## src/sector_interleave_map_core_assert.svh

```systemverilog
// ----------------------------------------------------------------------------
// sector interleave map assertion macros
// shared property forms used at the end of the top level
// ----------------------------------------------------------------------------
`ifndef SECTOR_INTERLEAVE_MAP_CORE_ASSERT_SVH
`define SECTOR_INTERLEAVE_MAP_CORE_ASSERT_SVH

// same-cycle implication, checked on every rising edge out of reset
`define SIM_CHECK_IMPLY(name, ante, cons) \
    name: assert property (@(posedge clk) disable iff (!rst_n) (ante) |-> (cons)) \
        else $error("sim: same-cycle check failed");

// next-cycle implication
`define SIM_CHECK_NEXT(name, ante, cons) \
    name: assert property (@(posedge clk) disable iff (!rst_n) (ante) |=> (cons)) \
        else $error("sim: next-cycle check failed");

`endif

```

## src/sim_pkg.sv

```systemverilog
`timescale 1ns / 1ps
// ----------------------------------------------------------------------------
// sim_pkg
// widths, codes and shared types of the sector interleave map
// ----------------------------------------------------------------------------
package sim_pkg;

    localparam int SECT_W          = 6;
    localparam int INTLV_W         = 5;
    localparam int FLAG_W          = 8;
    localparam int SLOT_W          = 6;
    localparam int DATA_W          = 32;
    localparam int ADDR_W          = 3;
    localparam int MAX_SECTORS_DEF = 64;
    localparam int QUEUE_DEPTH     = 2;

    localparam logic [FLAG_W-1:0]  FLAG_GOOD   = 8'h00;
    localparam logic [FLAG_W-1:0]  FLAG_BAD    = 8'h80;
    localparam logic [SECT_W-1:0]  SPT_RESET   = 6'd17;
    localparam logic [INTLV_W-1:0] INTLV_RESET = 5'd3;

    typedef enum logic {
        REG_SPT   = 1'b0,
        REG_INTLV = 1'b1
    } sim_reg_t;

    typedef struct packed {
        logic [SECT_W-1:0] n;
        logic              bad;
    } sim_job_t;

endpackage

```

## src/sim_ifs.sv

```systemverilog
`timescale 1ns / 1ps
// ----------------------------------------------------------------------------
// sim channel interfaces
// request and result channels, valid/ready handshake
// ----------------------------------------------------------------------------
interface sim_req_if;
    import sim_pkg::*;

    logic valid;
    logic ready;
    logic mark_bad;

    modport source (output valid, output mark_bad, input ready);
    modport sink   (input valid, input mark_bad, output ready);
endinterface

interface sim_res_if;
    import sim_pkg::*;

    logic              valid;
    logic              ready;
    logic [SLOT_W-1:0] slot;
    logic [FLAG_W-1:0] flag_byte;
    logic [SECT_W-1:0] logical_sector;
    logic              last;

    modport source (output valid, output slot, output flag_byte, output logical_sector,
                    output last, input ready);
    modport sink   (input valid, input slot, input flag_byte, input logical_sector,
                    input last, output ready);
endinterface

```

## src/sim_front.sv

```systemverilog
`timescale 1ns / 1ps
// ----------------------------------------------------------------------------
// sim_front
// register file, request intake and job classification
// ----------------------------------------------------------------------------
module sim_front #(
    parameter int MAX_SECTORS = sim_pkg::MAX_SECTORS_DEF
) (
    input  logic                         clk,
    input  logic                         rst_n,
    input  logic                         psel,
    input  logic                         penable,
    input  logic                         pwrite,
    input  logic [sim_pkg::ADDR_W-1:0]   paddr,
    input  logic [sim_pkg::DATA_W-1:0]   pwdata,
    output logic [sim_pkg::DATA_W-1:0]   prdata,
    output logic                         pready,
    sim_req_if.sink                      req,
    output logic                         job_valid,
    output sim_pkg::sim_job_t            job,
    input  logic                         q_full,
    output logic [sim_pkg::INTLV_W-1:0]  interleave
);
    import sim_pkg::*;

    localparam int CLAMP = (MAX_SECTORS < 63) ? MAX_SECTORS : 63;
    localparam logic [SECT_W-1:0] CLAMP_N = CLAMP[SECT_W-1:0];

    logic [SECT_W-1:0]  spt_reg;
    logic [INTLV_W-1:0] intlv_reg;
    sim_reg_t           reg_sel;
    logic               wr_en;

    assign pready  = 1'b1;
    assign reg_sel = sim_reg_t'(paddr[2]);
    assign wr_en   = psel && penable && pwrite && pready;

    always_ff @(posedge clk or negedge rst_n)
    begin
        if (!rst_n)
        begin
            spt_reg   <= SPT_RESET;
            intlv_reg <= INTLV_RESET;
        end
        else if (wr_en)
        begin
            unique case (reg_sel)
                REG_SPT:   spt_reg   <= pwdata[SECT_W-1:0];
                REG_INTLV: intlv_reg <= pwdata[INTLV_W-1:0];
                default:   ;
            endcase
        end
    end

    always_comb
    begin
        unique case (reg_sel)
            REG_SPT:   prdata = DATA_W'(spt_reg);
            REG_INTLV: prdata = DATA_W'(intlv_reg);
            default:   prdata = '0;
        endcase
    end

    assign interleave = intlv_reg;

    // a word is taken whenever the queue has room
    assign req.ready = !q_full;
    assign job_valid = req.valid && !q_full;
    assign job.n     = (spt_reg > CLAMP_N) ? CLAMP_N : spt_reg;
    assign job.bad   = req.mark_bad;

endmodule

```

## src/sim_queue.sv

```systemverilog
`timescale 1ns / 1ps
// ----------------------------------------------------------------------------
// sim_queue
// short job fifo between intake and table builder
// ----------------------------------------------------------------------------
module sim_queue (
    input  logic              clk,
    input  logic              rst_n,
    input  logic              push,
    input  sim_pkg::sim_job_t push_job,
    output logic              full,
    input  logic              pop,
    output logic              q_valid,
    output sim_pkg::sim_job_t q_job
);
    import sim_pkg::*;

    localparam int PTR_W = (QUEUE_DEPTH > 1) ? $clog2(QUEUE_DEPTH) : 1;
    localparam int CNT_W = $clog2(QUEUE_DEPTH + 1);
    localparam logic [CNT_W-1:0] DEPTH_N = CNT_W'(QUEUE_DEPTH);
    localparam logic [PTR_W-1:0] LAST_PTR = PTR_W'(QUEUE_DEPTH - 1);

    sim_job_t         entry_reg [QUEUE_DEPTH];
    logic [PTR_W-1:0] wr_ptr_reg;
    logic [PTR_W-1:0] rd_ptr_reg;
    logic [CNT_W-1:0] count_reg;
    logic             do_push;
    logic             do_pop;

    assign full    = (count_reg == DEPTH_N);
    assign q_valid = (count_reg != '0);
    assign q_job   = entry_reg[rd_ptr_reg];
    assign do_push = push && !full;
    assign do_pop  = pop && q_valid;

    always_ff @(posedge clk)
    begin
        if (do_push)
            entry_reg[wr_ptr_reg] <= push_job;
    end

    always_ff @(posedge clk or negedge rst_n)
    begin
        if (!rst_n)
        begin
            wr_ptr_reg <= '0;
            rd_ptr_reg <= '0;
            count_reg  <= '0;
        end
        else
        begin
            if (do_push)
                wr_ptr_reg <= (wr_ptr_reg == LAST_PTR) ? '0 : wr_ptr_reg + 1'b1;
            if (do_pop)
                rd_ptr_reg <= (rd_ptr_reg == LAST_PTR) ? '0 : rd_ptr_reg + 1'b1;
            if (do_push && !do_pop)
                count_reg <= count_reg + 1'b1;
            else if (do_pop && !do_push)
                count_reg <= count_reg - 1'b1;
        end
    end

endmodule

```

## src/sim_back.sv

```systemverilog
`timescale 1ns / 1ps
// ----------------------------------------------------------------------------
// sim_back
// places logical sectors into slots, then streams the table out
// ----------------------------------------------------------------------------
module sim_back #(
    parameter int MAX_SECTORS = sim_pkg::MAX_SECTORS_DEF
) (
    input  logic                        clk,
    input  logic                        rst_n,
    input  logic                        q_valid,
    input  sim_pkg::sim_job_t           q_job,
    output logic                        q_pop,
    input  logic [sim_pkg::INTLV_W-1:0] interleave,
    sim_res_if.source                   res,
    output logic                        busy
);
    import sim_pkg::*;

    localparam int DEPTH = (MAX_SECTORS < 63) ? MAX_SECTORS : 63;
    localparam int IDX_W = $clog2(DEPTH);
    localparam int SUM_W = SECT_W + 1;

    typedef enum logic [1:0] {
        ST_IDLE,
        ST_BUILD,
        ST_RD,
        ST_LD
    } state_t;

    state_t            state_reg;
    logic [SECT_W-1:0] n_reg;
    logic              bad_reg;
    logic [IDX_W-1:0]  pos_reg;
    logic [SECT_W-1:0] sec_reg;
    logic [DEPTH-1:0]  used_reg;
    logic              out_valid_reg;
    logic [SLOT_W-1:0] out_slot_reg;
    logic [FLAG_W-1:0] out_flag_reg;
    logic [SECT_W-1:0] out_sect_reg;
    logic              out_last_reg;

    logic [SECT_W-1:0] sector_mem [DEPTH];
    logic [SECT_W-1:0] rd_data_reg;

    logic [SUM_W-1:0]  n_ext;
    logic [SUM_W-1:0]  step_sum;
    logic [SUM_W-1:0]  inc_sum;
    logic [IDX_W-1:0]  step_pos;
    logic [IDX_W-1:0]  inc_pos;
    logic              slot_free;
    logic              mem_we;
    logic              rd_en;
    logic              out_free;
    logic              emit_last;

    assign n_ext     = SUM_W'(n_reg);
    assign step_sum  = SUM_W'(pos_reg) + SUM_W'(interleave);
    assign inc_sum   = SUM_W'(pos_reg) + SUM_W'(1);
    // overshoot of the track restarts at slot zero
    assign step_pos  = (step_sum >= n_ext) ? '0 : step_sum[IDX_W-1:0];
    assign inc_pos   = (inc_sum >= n_ext) ? '0 : inc_sum[IDX_W-1:0];
    assign slot_free = !used_reg[pos_reg];
    assign mem_we    = (state_reg == ST_BUILD) && slot_free;
    assign rd_en     = (state_reg == ST_RD);
    assign out_free  = !out_valid_reg || res.ready;
    assign emit_last = (inc_sum == n_ext);
    assign q_pop     = (state_reg == ST_IDLE) && q_valid;
    assign busy      = (state_reg != ST_IDLE);

    always_ff @(posedge clk)
    begin
        if (mem_we)
            sector_mem[pos_reg] <= sec_reg;
        if (rd_en)
            rd_data_reg <= sector_mem[pos_reg];
    end

    always_ff @(posedge clk or negedge rst_n)
    begin
        if (!rst_n)
        begin
            state_reg     <= ST_IDLE;
            n_reg         <= '0;
            bad_reg       <= 1'b0;
            pos_reg       <= '0;
            sec_reg       <= '0;
            used_reg      <= '0;
            out_valid_reg <= 1'b0;
            out_slot_reg  <= '0;
            out_flag_reg  <= '0;
            out_sect_reg  <= '0;
            out_last_reg  <= 1'b0;
        end
        else
        begin
            if (res.ready)
                out_valid_reg <= 1'b0;
            unique case (state_reg)
                ST_IDLE:
                begin
                    if (q_valid)
                    begin
                        n_reg    <= q_job.n;
                        bad_reg  <= q_job.bad;
                        used_reg <= '0;
                        pos_reg  <= '0;
                        sec_reg  <= SECT_W'(1);
                        // an empty track gives no words
                        state_reg <= (q_job.n == '0) ? ST_IDLE : ST_BUILD;
                    end
                end
                ST_BUILD:
                begin
                    if (!slot_free)
                        pos_reg <= inc_pos;
                    else
                    begin
                        used_reg[pos_reg] <= 1'b1;
                        sec_reg           <= sec_reg + 1'b1;
                        if (sec_reg == n_reg)
                        begin
                            pos_reg   <= '0;
                            state_reg <= ST_RD;
                        end
                        else
                            pos_reg <= step_pos;
                    end
                end
                ST_RD:
                    state_reg <= ST_LD;
                ST_LD:
                begin
                    if (out_free)
                    begin
                        out_valid_reg <= 1'b1;
                        out_slot_reg  <= SLOT_W'(pos_reg);
                        out_flag_reg  <= bad_reg ? FLAG_BAD : FLAG_GOOD;
                        out_sect_reg  <= rd_data_reg;
                        out_last_reg  <= emit_last;
                        pos_reg       <= inc_pos;
                        state_reg     <= emit_last ? ST_IDLE : ST_RD;
                    end
                end
                default:
                    state_reg <= ST_IDLE;
            endcase
        end
    end

    assign res.valid          = out_valid_reg;
    assign res.slot           = out_slot_reg;
    assign res.flag_byte      = out_flag_reg;
    assign res.logical_sector = out_sect_reg;
    assign res.last           = out_last_reg;

endmodule

```

## src/sector_interleave_map_core.sv

```systemverilog
`timescale 1ns / 1ps
// ----------------------------------------------------------------------------
// sector_interleave_map_core
// builds the interleaved sector table of one track per request word
// ----------------------------------------------------------------------------
// channel  | role   | handshake      | payload
// req      | sink   | valid/ready    | mark_bad
// res      | source | valid/ready    | slot, flag_byte, logical_sector, last
// apb      | slave  | psel/penable   | sectors_per_track @0x0, interleave @0x4
//
// a request yields n result words, n = min(sectors_per_track, MAX_SECTORS)
// after the job is taken, build either places a sector or walks the single slot
// pointer past an occupied slot, then each word passes a read and a load state
// through the one-port slot memory
// reset clears the used map and all control state at once, no clearing pass
// the two-entry job queue and the output register let each side stall alone
// ----------------------------------------------------------------------------
`include "sector_interleave_map_core_assert.svh"

module sector_interleave_map_core #(
    parameter int MAX_SECTORS = sim_pkg::MAX_SECTORS_DEF
) (
    input  logic                       clk,
    input  logic                       rst_n,
    input  logic                       psel,
    input  logic                       penable,
    input  logic                       pwrite,
    input  logic [sim_pkg::ADDR_W-1:0] paddr,
    input  logic [sim_pkg::DATA_W-1:0] pwdata,
    output logic [sim_pkg::DATA_W-1:0] prdata,
    output logic                       pready,
    sim_req_if.sink                    req,
    sim_res_if.source                  res
);
    import sim_pkg::*;

    logic               job_valid;
    sim_job_t           job;
    logic               q_full;
    logic               q_valid;
    sim_job_t           q_job;
    logic               q_pop;
    logic [INTLV_W-1:0] interleave;
    logic               back_busy;

    sim_front #(
        .MAX_SECTORS (MAX_SECTORS)
    ) u_front (
        .clk        (clk),
        .rst_n      (rst_n),
        .psel       (psel),
        .penable    (penable),
        .pwrite     (pwrite),
        .paddr      (paddr),
        .pwdata     (pwdata),
        .prdata     (prdata),
        .pready     (pready),
        .req        (req),
        .job_valid  (job_valid),
        .job        (job),
        .q_full     (q_full),
        .interleave (interleave)
    );

    sim_queue u_queue (
        .clk      (clk),
        .rst_n    (rst_n),
        .push     (job_valid),
        .push_job (job),
        .full     (q_full),
        .pop      (q_pop),
        .q_valid  (q_valid),
        .q_job    (q_job)
    );

    sim_back #(
        .MAX_SECTORS (MAX_SECTORS)
    ) u_back (
        .clk        (clk),
        .rst_n      (rst_n),
        .q_valid    (q_valid),
        .q_job      (q_job),
        .q_pop      (q_pop),
        .interleave (interleave),
        .res        (res),
        .busy       (back_busy)
    );

    // the last word may be loaded at the same edge the one before it leaves
    `SIM_CHECK_IMPLY(a_push_room, job_valid, !q_full)
    `SIM_CHECK_IMPLY(a_pop_valid, q_pop, q_valid)
    `SIM_CHECK_IMPLY(a_sector_set, res.valid, res.logical_sector != '0)
    `SIM_CHECK_NEXT(a_table_open, res.valid && res.ready && !res.last, back_busy || res.valid)

endmodule

```

## src/flat_wrapper.sv

```systemverilog
// flat-port wrapper written by rule: the top's interface ports become plain ports
module sector_interleave_map_core_flat import sim_pkg::*;
#(
    parameter int MAX_SECTORS = sim_pkg::MAX_SECTORS_DEF
)
  (clk, rst_n, psel, penable, pwrite, paddr, pwdata, prdata, pready, req_valid, req_mark_bad, req_ready, res_valid, res_slot, res_flag_byte, res_logical_sector, res_last, res_ready);
  sim_req_if req_i ();
  sim_res_if res_i ();
  input  logic clk;
  input  logic rst_n;
  input  logic psel;
  input  logic penable;
  input  logic pwrite;
  input  logic [sim_pkg::ADDR_W-1:0] paddr;
  input  logic [sim_pkg::DATA_W-1:0] pwdata;
  output logic [sim_pkg::DATA_W-1:0] prdata;
  output logic pready;
  input wire logic [$bits(req_i.valid)-1:0] req_valid;
  input wire logic [$bits(req_i.mark_bad)-1:0] req_mark_bad;
  output wire logic [$bits(req_i.ready)-1:0] req_ready;
  output wire logic [$bits(res_i.valid)-1:0] res_valid;
  output wire logic [$bits(res_i.slot)-1:0] res_slot;
  output wire logic [$bits(res_i.flag_byte)-1:0] res_flag_byte;
  output wire logic [$bits(res_i.logical_sector)-1:0] res_logical_sector;
  output wire logic [$bits(res_i.last)-1:0] res_last;
  input wire logic [$bits(res_i.ready)-1:0] res_ready;
  assign req_i.valid = req_valid;
  assign req_i.mark_bad = req_mark_bad;
  assign req_ready = req_i.ready;
  assign res_valid = res_i.valid;
  assign res_slot = res_i.slot;
  assign res_flag_byte = res_i.flag_byte;
  assign res_logical_sector = res_i.logical_sector;
  assign res_last = res_i.last;
  assign res_i.ready = res_ready;
  sector_interleave_map_core #(.MAX_SECTORS(MAX_SECTORS)) u_core (.clk(clk), .rst_n(rst_n), .psel(psel), .penable(penable), .pwrite(pwrite), .paddr(paddr), .pwdata(pwdata), .prdata(prdata), .pready(pready), .req(req_i), .res(res_i));
endmodule
```

## config.mk

```make
export PLATFORM = sky130hd
export DESIGN_NAME = sector_interleave_map_core_flat
export DESIGN_NICKNAME = d
export VERILOG_FILES = /design/src/sim_pkg.sv /design/src/sim_ifs.sv /design/src/sim_front.sv /design/src/sim_queue.sv /design/src/sim_back.sv /design/src/sector_interleave_map_core.sv /design/src/flat_wrapper.sv
export VERILOG_INCLUDE_DIRS = /design/src /design/src/src
export SDC_FILE = /design/constraint.sdc
export NUM_CORES = 1
export LEC_CHECK = 0
export ABC_AREA = 1
export BUFFER_PORTS_ARGS = -buffer_cell sky130_fd_sc_hd__buf_2
export CORE_MARGIN = 4
export CORE_UTILIZATION = 50
export DETAILED_ROUTE_END_ITERATION = 6
export GPL_TIMING_DRIVEN = 0
export PLACE_DENSITY = 0.67
export SLEW_MARGIN = 20
export SYNTH_ARGS = -nofsm -noshare
export SYNTH_HDL_FRONTEND = slang
export SYNTH_SLANG_ARGS = --single-unit
```

## constraint.sdc

```tcl
create_clock -name clk -period 3.2 [get_ports clk]
set_input_delay 0.64 -clock clk [delete_from_list [all_inputs] [get_ports clk]]
set_output_delay 0.64 -clock clk [all_outputs]
set_load 0.02 [all_outputs]
```

Word level (Yosys, flattened, before mapping) --
Memories as Yosys holds them, arrays and structs flattened. A register that Yosys moved wholly into a read port is not among the register bits. Index checks and enable logic that the tools add are counted.
Storage, ports and cells: bits in registers 121, bits in writable memories 392, input bits 43, word-level logic and storage cells 109, memories kept 2
Operators by class: add/subtract/negate cells 7, order comparisons 5, equality and inequality tests 10, muxes and demuxes 38, bitwise gates (word level) 2, reduce and logical (&&, ||, !) cells 29
Memory list:
- u_core.u_back.sector_mem | depth 63, width 6, rd ports 1, clocked after memory_dff 1, write ports 1, RTL line sim_back.sv:43 | logic [SECT_W-1:0] sector_mem [DEPTH];
- u_core.u_queue.entry_reg | depth 2, width 7, rd ports 1, clocked after memory_dff 0, write ports 1, RTL line sim_queue.sv:23 | sim_job_t entry_reg [QUEUE_DEPTH];
Operators with widths (count):
- $mux 63 | 2
- $pmux 63 s2 | 1
- $pmux 32 s2 | 1
- $or 63x63->63 | 1
- $mux 6 | 9
- $pmux 6 s3 | 1
- $ge 7x6->1 | 2
- $mux 2 | 7
- $mux 1 | 12
- $pmux 6 s2 | 1
- $logic_and 1x1->1 | 10
- $mux 8 | 1
- $pmux 2 s4 | 1
- $reduce_and 2->1 | 4
- $add 6x1->7 const B | 1
- $add 6x5->7 | 1
- $eq 7x6->1 | 1
- $lt 6x7->1 const B | 1
- $add 6x1->6 const B | 1
- $bmux 1 s6 | 1
- $demux 1 s6 | 1
- $eq 2x2->1 const B | 3
- $eq 6x6->1 | 1
- $ge 6x1->1 const B | 1
- other kinds (16) | 26

Logic depth before layout (Yosys ltp) --
Gate-level depths: netlist of run 1.
depth after elaboration 8, depth in mapped cells 21

Modules after synthesis --
A second synthesis of run 1 with hierarchy kept.
Second synthesis, totals: cells, all modules 1918, area total of the unflattened synthesis 21697.1 um^2
Modules (own cells, without submodules):
- sim_back | times used 1, cells each 1741, area an instance 20141.8 um^2, sequential area each 14008.4 um^2
- sim_front | times used 1, cells each 109, area an instance 802.0 um^2, sequential area each 280.3 um^2
- sim_queue | times used 1, cells each 68, area an instance 753.2 um^2, sequential area each 520.5 um^2

Least setup slack after synthesis of run 1 --
OpenSTA, ideal clock, no wires.
path type register -> register, start reg u_core.u_back.pos_reg[0], end reg u_core.u_back.pos_reg[1], setup time 0.065 ns, arrival 2.661 ns, path slack 0.474 ns, cell stages (with the launch flop) 20, buffers on the path 3, period minus slack after synthesis 2.726 ns, cells stage by stage dfrtp_1 inv_2 buf_6 buf_6 nor2_2 nand2_1 o21ai_0 ha_1 a21oi_1 nand2_1 a21oi_1 nand2_1 inv_1 clkbuf_1 nand2_1 nand2_1 nand3_1 nand2_1 nand2_1 nand2_1
Between the ends: word-level cells in the longest chain between the ends 6, elaborated cells on any way between the ends 12, classes of those cells 2 x add/sub; 2 x order compare; 8 x mux
Ends and longest elaborated chain:
- start: declaration | RTL line sim_back.sv:34 | logic [IDX_W-1:0] pos_reg;
- start signal: assignment | RTL line sim_back.sv:116 | pos_reg <= inc_pos;
- start signal: assignment | RTL line sim_back.sv:127 | pos_reg <= step_pos;
- start signal: assignment | RTL line sim_back.sv:141 | pos_reg <= inc_pos;
- $add 6x5->7 | RTL line sim_back.sv:58 | assign step_sum = SUM_W'(pos_reg) + SUM_W'(interleave);
- $ge 7x6->1 | RTL line sim_back.sv:61 | assign step_pos = (step_sum >= n_ext) ? '0 : step_sum[IDX_W-1:0];
- $mux 6 | RTL line sim_back.sv:61
- $mux 6 | RTL line sim_back.sv:121 | if (sec_reg == n_reg)
- $mux 6 | RTL line sim_back.sv:115 | if (!slot_free)
- $pmux 6 s3 (*) | RTL line sim_back.sv:99 | unique case (state_reg)
Mark *: on every way between the ends. The rest lies on a longest branch, timed or not. The select of a mux whose other input is x is not followed. A chain may end at the register's enable or synchronous reset.

==> flow_summary.toml, run 1 <==
[status]
status = "finished, violations left"
violations = "setup timing"

[die]
fp.dieArea_sq_um = 46530
fp.dieW_um = 215.7
core_region_area_sq_um = 42320
start_util_pct = 50.97
row_count = 75
fp.dieH_um = 215.7
num_io_pins = 99

[logic_synthesis]
synth-seq-cells = 512
postSynth.asyncResetShare_pct = 22.27
synth_compound_area_share_pct = 6.415
synth_enable_flop_cells = 398
synth_cells = 1908
synth_top_area_share_pct = 55.41
synth_xor_area_share_pct = 0.4060
ys_seq_area_share_pct = 68.65
yosys_warnings = 0
syn_area_per_cell_sq_um = 11.31
synth_simple_gate_area_share_pct = 16.23
synth_top_family_by_area = "simple AND/OR/NAND/NOR gates"
yosysTopAreaCell = "edfxtp_1"
synth_ff_type = "edfxtp_1"
synth_area_sq_um = 21570
ys_top_cells_by_area = "edfxtp_1, dfrtp_1, nand2_1"
synth_fa_ha_area_share_pct = 1.253
ys_types = 48
synth_mux_area_share_pct = 0.5046

[timing]
tns_ns = -0.1016
min_period_over_period_pct = 101.3
fin_hold_ws_ns = 0.2427
timing.final.ws_setup_ns = -0.04225
setup_violations = 8
tightest_slew_ns = 1.213
fmax_mhz = 308.4
relSlewSlack_pct = 19.15
final_max_slew_viol_count = 0
hold_violations = 0
finClkSkew_ns = 0.02592
min_period_ns = 3.242
rsz0062_at_grt = "yes"

[placed_design]
io_buffers = 35
dpl.hpwl_um = 42820
place.gp.congestion = 0.9405
dpl.cell_count = 2555

[setup_path]
critPathLaunch = "u_core.u_back.pos_reg[0]"
r2r.worst_path.cells = 11
r2r_slack_ns = -0.04
endpoint_kind = "register"
r2r-end = "u_core.u_back.rd_data_reg[0]"
cp-start-kind = "register"
crit_type = "reg -> reg"
cpMaxStageDelayCell = "o21ai_0"
cpPeakStageDelay_ns = 0.56
crit_fanout = 10
cpMostUsedCell = "nand2_1"
timing.rr.start = "u_core.u_back.pos_reg[0]"
crit_chain = "buf_6, buf_6, nor2_1, clkbuf_2, clkbuf_2, nand2_1, nand4_1, o21ai_0, nand2_1, nor2_1, nand2_1"
cp.required_ns = 3.52
endpoint = "u_core.u_back.rd_data_reg[0]"
cp.arrival_ns = 3.57

[cts]
cts_sinks = 512
cts_tree = "done"
cts-root-buf = "clkbuf_16"
htree_num_levels = 2
path_clk_slew_ns = 0.06
clk_latency_ns = 0.60
cts_max_path_buffers = 3
cts_made_buffers = 51

[layout]
fill_cells = 3426
area_growth_syn_to_layout_pct = 14.78
drive_gt1_share_pct = 14.06
antenna_cells = 0
nets = 2109
fin_cells = 2661
largest_reg_flops = 378

[pwr]
p_sw_mw = 7.399
p_leak_nw = 10.22
p_sw_share_pct = 36.28
vdd_drop_max_mv = 0.5153
p_clk_share_pct = 28.6
finalPower_mw = 20.40
pwr-share-comb_pct = 29.3
powerDensity_nw_per_um2 = 823.8
intPower_mw = 13.00
seq_power_share_pct = 42.0

[global_route]
grt_pass1_wl_um = 94210
track_usage_pct = 27.64
grt_max_degree = 70
grt_pass1_vias = 14200
overflow = 0
antenna_found_initial = 0

[route]
drtIter0Drc = 1891
drt_pass1_iterations = 6
wl_um = 65390
viasPerCell = 5.688
ant_nets = 0
routedWlPerCell_um = 24.57
via_count = 15140
drc_errors = 0

[flow_run]
drv_cap = 0

[hold_path]
hold_path_class = "in -> reg"
-- routing by layer --
metal / track usage [%] / share of wire [%] / vias to the layer above
met5: 0 / 0 / -
met4: 12.50 / 4.8 / 0
met3: 6.048 / 11 / 155
met2: 43.34 / 46 / 832
met1: 37.35 / 39 / 7403
li1: - / - / 6747
-- kinds of logic after synthesis --
family / Yosys count
simple gates: 822
flops: 512
buf+inv: 313
compound gates: 218
fa+ha+maj: 21
xor+xnor: 10
mux: 10
other cells: 2
-- how the worst min path moves through the flow --
stage	cells past startpoint	start	slack, ns	to
5_1_grt	1	req_mark_bad	0.23	u_core.u_queue.entry_reg[1][0]
4_1_cts	1	req_mark_bad	0.21	u_core.u_queue.entry_reg[0][0]
3_5_place_dp	1	u_core.u_back.rd_data_reg[2]	0.47	u_core.u_back.res.logical_sector[2]
6_report	1	req_mark_bad	0.24	u_core.u_queue.entry_reg[0][0]
2_1_floorplan	0	rst_n	0.34	u_core.u_back.bad_reg
3_3_place_gp	1	u_core.u_back.rd_data_reg[3]	0.46	u_core.u_back.res.logical_sector[3]
-- cells in the mapped netlist (all sizes together), types with 6 or more instances --
cell	n
nand3	109
mux2	7
o21ai	71
xor2	8
a21oi	57
dfrtp	110
a22oi	25
o2111ai	6
nor2	117
ha	20
nor3	23
buf	60
a22o	12
nand4	41
clkbuf	61
inv	188
a221oi	36
edfxtp	398
nand2	527
-- per-stage QoR --
stage               util, %  setup slack, ns  instance area (sq um)
floorplan                 -           0.4738                  21690
global placement      53.37           -1.034                  22590
detailed placement    53.67           -1.049                  22710
CTS                   57.83          -0.1175                  24470
global route          58.50        -0.009516                  24760
finish                58.50         -0.04225                  24760
-- what timing repair did --
action                                  in CTS  in global routing
pin swaps                                    1                 10
hold buffers                                 1                  0
endpoints found under the hold margin       42                  0
buffers inserted                             3                 10
endpoints found under the setup margin     360                349
resized for setup                           56                 37
-- layout by cell type, fill, tap and decap left out, drive strengths merged, types with 2 or more instances in the layout --
cell      count
a211oi        2
a21oi        57
a221oi       36
a22o         12
a22oi        25
a31oi         2
and3          3
buf         112
bufinv        4
clkbuf      128
clkinv       20
clkinvlp      4
conb         34
dfrtp       110
dfstp         4
edfxtp      398
ha           20
inv         188
mux2          7
mux2i         3
nand2       527
nand3       109
nand4        41
nor2        117
nor3         23
o2111ai       6
o21ai        71
o31ai         2
xnor2         2
xor2          8
-- critical path, delay by kind of cell (launching register included) --
kind	cells	cell delay [ns]
AO/OA/AOI/OAI	1	0.56
buffers and inverters	4	1.19
AND/OR/NAND/NOR	6	0.70
flip-flops	1	0.49
-- power groups by stage --
| stage | clock network [mW] | registers (mW) | logic, mW |
|---|---|---|---|
| 4_1_cts | 5.88 | 8.58 | 5.77 |
| 5_1_grt | 6.14 | 8.65 | 6.40 |
| 3_5_place_dp | 0 | 8.70 | 5.67 |
| 3_3_place_gp | 0 | 8.77 | 5.49 |
| 6_report | 5.84 | 8.57 | 5.98 |
| 2_1_floorplan | 0 | 8.60 | 3.36 |
-- final cells by class --
| class | count | area [sq um] | share of cell area (%) |
|---|---|---|---|
| flip-flops and latches | 512 | 14830 | 59.89 |
| clock buffers | 68 | 1371 | 5.539 |
| repair buffers | 52 | 469.2 | 1.895 |
| well taps | 577 | 721.9 | 2.916 |
| multi-input cells | 1115 | 5658 | 22.85 |
| inverters | 192 | 732.0 | 2.956 |
| plain buffers | 121 | 744.5 | 3.007 |
| clock inverters | 24 | 232.7 | 0.9400 |
Note: power is estimated with default switching activity, not from simulation.
==> inputs of run 2 (changes only) <==
Clock period 3.2 ns to 3.1 ns, I/O delays scaled along.
==> flow_summary.toml, run 2 (synthesized netlist as in run 1, its figures left out) <==
[route]
ant_nets = 0
drc_errors = 0
drtIter0Drc = 2034
wl_um = 65530
routedWlPerCell_um = 24.64
drt_pass1_iterations = 6
via_count = 15220
viasPerCell = 5.721

[global_route]
antenna_found_initial = 0
grt_max_degree = 70
grt_pass1_wl_um = 94410
overflow = 0
grt_pass1_vias = 14240
track_usage_pct = 27.69

[placed_design]
place.gp.congestion = 0.9405
dpl.hpwl_um = 42820
place_ws_ns = -1.149
io_buffers = 35

[timing]
fin_hold_ws_ns = 0.2238
setup_violations = 2
min_period_ns = 3.176
tightest_slew_ns = 1.250
rsz0062_at_grt = "yes"
timing.final.ws_setup_ns = -0.07631
min_period_over_period_pct = 102.5
fmax_mhz = 314.8
finClkSkew_ns = 0.02363
final_max_slew_viol_count = 0
hold_violations = 0
relSlewSlack_pct = 16.67

[pwr]
p_clk_share_pct = 28.5
pwr-share-comb_pct = 29.6
powerDensity_nw_per_um2 = 852.8
seq_power_share_pct = 41.9
p_sw_share_pct = 36.34
vdd_drop_max_mv = 0.5321
p_sw_mw = 7.681
intPower_mw = 13.46
p_leak_nw = 10.21

[setup_path]
cp-start-kind = "register"
endpoint_kind = "register"
r2r-end = "u_core.u_back.rd_data_reg[5]"
cpPeakStageDelay_ns = 0.95
timing.rr.start = "u_core.u_back.pos_reg[0]"
path_buf_inv = 4
crit_chain = "inv_2, buf_6, buf_6, nor2_4, clkbuf_1, a22oi_1, nand4_1, nand2_1, nand2_1, nor2_1, nand4_1"
cpMaxStageDelayCell = "clkbuf_1"
crit_type = "reg -> reg"
cp.arrival_ns = 3.60
r2r_slack_ns = -0.08
r2r.worst_path.cells = 11
crit_fanout = 10
path_delay_family = "buffers and inverters"
cp.required_ns = 3.52

[layout]
multiInputGateArea_sq_um = 5677
nets = 2108
antenna_cells = 0
drive_gt1_share_pct = 14.59
layout_common_cells = "nand2_1, edfxtp_1, inv_1"
area_growth_syn_to_layout_pct = 14.90
seqCellArea_sq_um = 14830
largest_reg_flops = 378
mostFrequentLayoutCell = "nand2_1"
post-route-util_pct = 58.56
fill_cells = 3430

[cts]
cts_sinks = 512
cts_tree = "done"
htree_num_levels = 2
path_clk_slew_ns = 0.06
cts_max_path_buffers = 3
clk_latency_ns = 0.60
cts_made_buffers = 51
cts-root-buf = "clkbuf_16"

[status]
violations = "setup timing"
status = "finished, violations left"

[hold_path]
hold_end = "u_core.u_queue.entry_reg[0][0]"
whs_path_depth = 1
hold_path.startpoint = "req_mark_bad"
hold_path_class = "in -> reg"

[die]
start_util_pct = 50.97
fp.dieArea_sq_um = 46530
fp.dieW_um = 215.7
row_count = 75
core_region_area_sq_um = 42320
num_io_pins = 99
fp.dieH_um = 215.7

[flow_run]
drv_cap = 0
run 2: cell types whose count changed in the layout (fill, tap and decap cells not counted), moves of 3 or more:
cell             delta
clkdlybuf4s15_2     +3
inv_1               -8
clkbuf_2            -6
inv_2               +8
clkbuf_4            +3
buf_4               +3
run 2: stage by stage:
step | cell area (sq um) | power [mW] | setup TNS [ns] | std cells
finish | 24780 | 21.14 | -0.08771 | 2660
global route | 24780 | 21.95 | -0.1084 | 2660
CTS | 24580 | 20.97 | 0 | 2652
detailed placement | 22710 | 14.83 | -147.99 | 2555
global placement | 22590 | 14.72 | -157.52 | 2552
floorplan | 21690 | 12.35 | 0 | 1940
run 2: repair_timing:
action                                  4_1_cts  5_1_grt
setup buffers                                 4        8
hold endpoints to repair                     42        0
hold buffers                                  1        0
gates resized for setup                      82       43
pin swaps                                     2        8
endpoints found under the setup margin      420      370
run 2: power by group through the flow:
stage	Clock (mW)	Sequential (mW)	Combinational (mW)
finish	6.03	8.85	6.25
global route	6.34	8.93	6.68
CTS	6.07	8.85	6.05
detailed placement	0	8.99	5.85
global placement	0	9.06	5.66
floorplan	0	8.88	3.47
run 2: worst reg2reg max path: stages (launching register included):
cell      delay, ns
dfrtp_2        0.49
inv_2          0.08
buf_6          0.16
buf_6          0.17
nor2_4         0.19
clkbuf_1       0.95
a22oi_1        0.26
nand4_1        0.17
nand2_1        0.08
nand2_1        0.16
nor2_1         0.11
nand4_1        0.19
run 2: worst max path at each step:
stage                                      end  slack, ns                      from  depth (start not counted)
5_1_grt               u_core.u_back.pos_reg[4]      -0.05  u_core.u_back.pos_reg[0]                         19
6_report          u_core.u_back.rd_data_reg[5]      -0.08  u_core.u_back.pos_reg[0]                         11
2_1_floorplan         u_core.u_back.pos_reg[1]       0.37  u_core.u_back.pos_reg[0]                         19
3_5_place_dp   u_core.u_back.sector_mem[34][1]      -1.15  u_core.u_back.pos_reg[1]                          8
4_1_cts        u_core.u_back.sector_mem[24][5]      0.007  u_core.u_back.pos_reg[0]                         13
3_3_place_gp   u_core.u_back.sector_mem[34][2]      -1.13  u_core.u_back.pos_reg[1]                          8
run 2: area by class of cell:
type,instances,share of cell area [%]
inverter,192,2.943
buffer,121,3.170
sequential,512,59.83
timing repair buffer,51,1.762
multi-input combinational,1115,22.90
clock inverter,24,0.9390
tap,577,2.913
clock buffer,68,5.533
run 2: metal layers:
layer	global-route usage (%)	vias up	share of wire (%)
met1	37.69	7427	39
met3	5.527	167	11
li1	-	6761	-
met4	10.80	0	4.6
met2	44.34	862	46
met5	0	-	0
==> inputs of run 3 (changes only) <==
Clock period 3.1 ns to 3.3 ns, I/O delays scaled along.
==> flow_summary.toml, run 3 (synthesized netlist as in run 1, its figures left out) <==
[status]
status = "finished, violations left"
violations = "DRC, setup timing"

[route]
wl_um = 65020
via_count = 15050
routedWlPerCell_um = 24.53
drt_pass1_iterations = 7
drc_errors = 1
drtIter0Drc = 1901
viasPerCell = 5.678
ant_nets = 0

[die]
fp.dieArea_sq_um = 46530
core_region_area_sq_um = 42320
num_io_pins = 99
start_util_pct = 50.97
row_count = 75
fp.dieH_um = 215.7
fp.dieW_um = 215.7

[layout]
layout_common_cells = "nand2_1, edfxtp_1, inv_1"
fill_cells = 3456
mostFrequentLayoutCell = "nand2_1"
drive_gt1_share_pct = 12.78
antenna_cells = 0
largest_reg_flops = 378
post-route-util_pct = 57.86
area_growth_syn_to_layout_pct = 13.53
seqCellArea_sq_um = 14830
nets = 2099
multiInputGateArea_sq_um = 5578

[setup_path]
r2r_slack_ns = -0.007
cpPeakStageDelay_ns = 0.70
crit_fanout = 10
crit_chain = "buf_6, nor2_1, clkbuf_2, clkdlybuf4s15_1, nand2_1, o2111ai_1, o21ai_0, nand2_1, nor2_1, nand2_1"
timing.rr.start = "u_core.u_back.pos_reg[0]"
cp-start-kind = "register"
path_buf_inv = 3
r2r-end = "u_core.u_back.rd_data_reg[0]"
endpoint_kind = "register"
path_delay_family = "buffers and inverters"
r2r.worst_path.cells = 10
cp.arrival_ns = 3.63
crit_type = "reg -> reg"
cpMostUsedCell = "nand2_1"
cp.required_ns = 3.62
cpMaxStageDelayCell = "clkdlybuf4s15_1"

[placed_design]
dpl.hpwl_um = 42820
io_buffers = 35
place.gp.congestion = 0.9405

[pwr]
powerDensity_nw_per_um2 = 803.3
vdd_drop_max_mv = 0.5016
p_leak_nw = 10.07

[global_route]
grt_pass1_vias = 14200
grt_max_degree = 70
antenna_found_initial = 0
track_usage_pct = 27.62
grt_pass1_wl_um = 94180
overflow = 0

[timing]
rsz0062_at_grt = "yes"
finClkSkew_ns = 0.02592
min_period_ns = 3.307
tightest_slew_ns = 1.184
final_max_slew_viol_count = 0
setup_violations = 1
tns_ns = -0.006579
relSlewSlack_pct = 21.09
fmax_mhz = 302.4
timing.final.ws_setup_ns = -0.006579
min_period_over_period_pct = 100.2
hold_violations = 0

[hold_path]
hold_path_class = "in -> reg"
hold_path.startpoint = "req_mark_bad"
hold_end = "u_core.u_queue.entry_reg[0][0]"
whs_path_depth = 1

[flow_run]
drv_cap = 0

[cts]
htree_num_levels = 2
cts_max_path_buffers = 3
cts-root-buf = "clkbuf_16"
cts_made_buffers = 51
path_clk_slew_ns = 0.06
clk_latency_ns = 0.60
cts_tree = "done"
cts_sinks = 512
## run 3: cell count changes in the layout (fill, tap and decap cells not counted), moves of 4 or more
cell	before	now
inv_1	163	182
inv_2	23	4
nor3_2	5	14
nor3_4	14	5
buf_12	9	2
clkbuf_2	14	20
buf_4	45	40
clkbuf_4	10	6
## run 3: stage by stage
stage               instances  total power, mW  instance area, sq um  setup slack (ns)  hold slack [ns]
floorplan                1940            11.60                 21690            0.5738           0.3644
global placement         2552            13.83                 22590           -0.9340           0.4623
detailed placement       2555            13.94                 22710           -0.9490           0.4652
CTS                      2648            19.59                 24440          -0.01780           0.2254
global route             2651            20.44                 24490          -0.07548           0.2514
finish                   2651            19.67                 24490         -0.006579           0.2645
## run 3: area by class of cell
| type | count | share of cell area [%] |
|---|---|---|
| well taps | 577 | 2.948 |
| flip-flops and latches | 512 | 60.56 |
| plain buffers | 120 | 2.999 |
| inverters | 192 | 2.989 |
| clock inverters | 24 | 0.9503 |
| multi-input cells | 1115 | 22.78 |
| clock buffers | 68 | 5.600 |
| repair buffers | 43 | 1.180 |
## run 3: worst max path at each step
stage	start	end	depth (start not counted)
2_1_floorplan	u_core.u_back.pos_reg[0]	u_core.u_back.pos_reg[1]	19
3_3_place_gp	u_core.u_back.pos_reg[1]	u_core.u_back.sector_mem[34][2]	8
3_5_place_dp	u_core.u_back.pos_reg[1]	u_core.u_back.sector_mem[34][1]	8
4_1_cts	u_core.u_back.pos_reg[0]	u_core.u_back.sector_mem[49][3]	13
5_1_grt	u_core.u_back.pos_reg[0]	u_core.u_back.sector_mem[49][3]	13
6_report	u_core.u_back.pos_reg[0]	u_core.u_back.rd_data_reg[0]	10
## run 3: repair_timing
item                                    4_1_cts  5_1_grt
hold buffers                                  1        0
setup buffers                                 1        3
endpoints found under the setup margin      300      165
cloned                                        0        0
pin swaps                                     0        2
hold endpoints to repair                     35        0
gates resized for setup                      44       14
## run 3: layer usage
metal | GRT usage [%] | part of all wire, % | vias to the layer above
met5 | 0 | 0 | -
met4 | 12.02 | 4.6 | 0
met3 | 5.893 | 10 | 145
met2 | 43.56 | 46 | 797
met1 | 37.39 | 39 | 7388
li1 | - | - | 6722
## run 3: where the power goes
group,internal (mW),switching [mW]
registers,7.76,0.555
logic,1.58,4.12
clock network,3.23,2.43
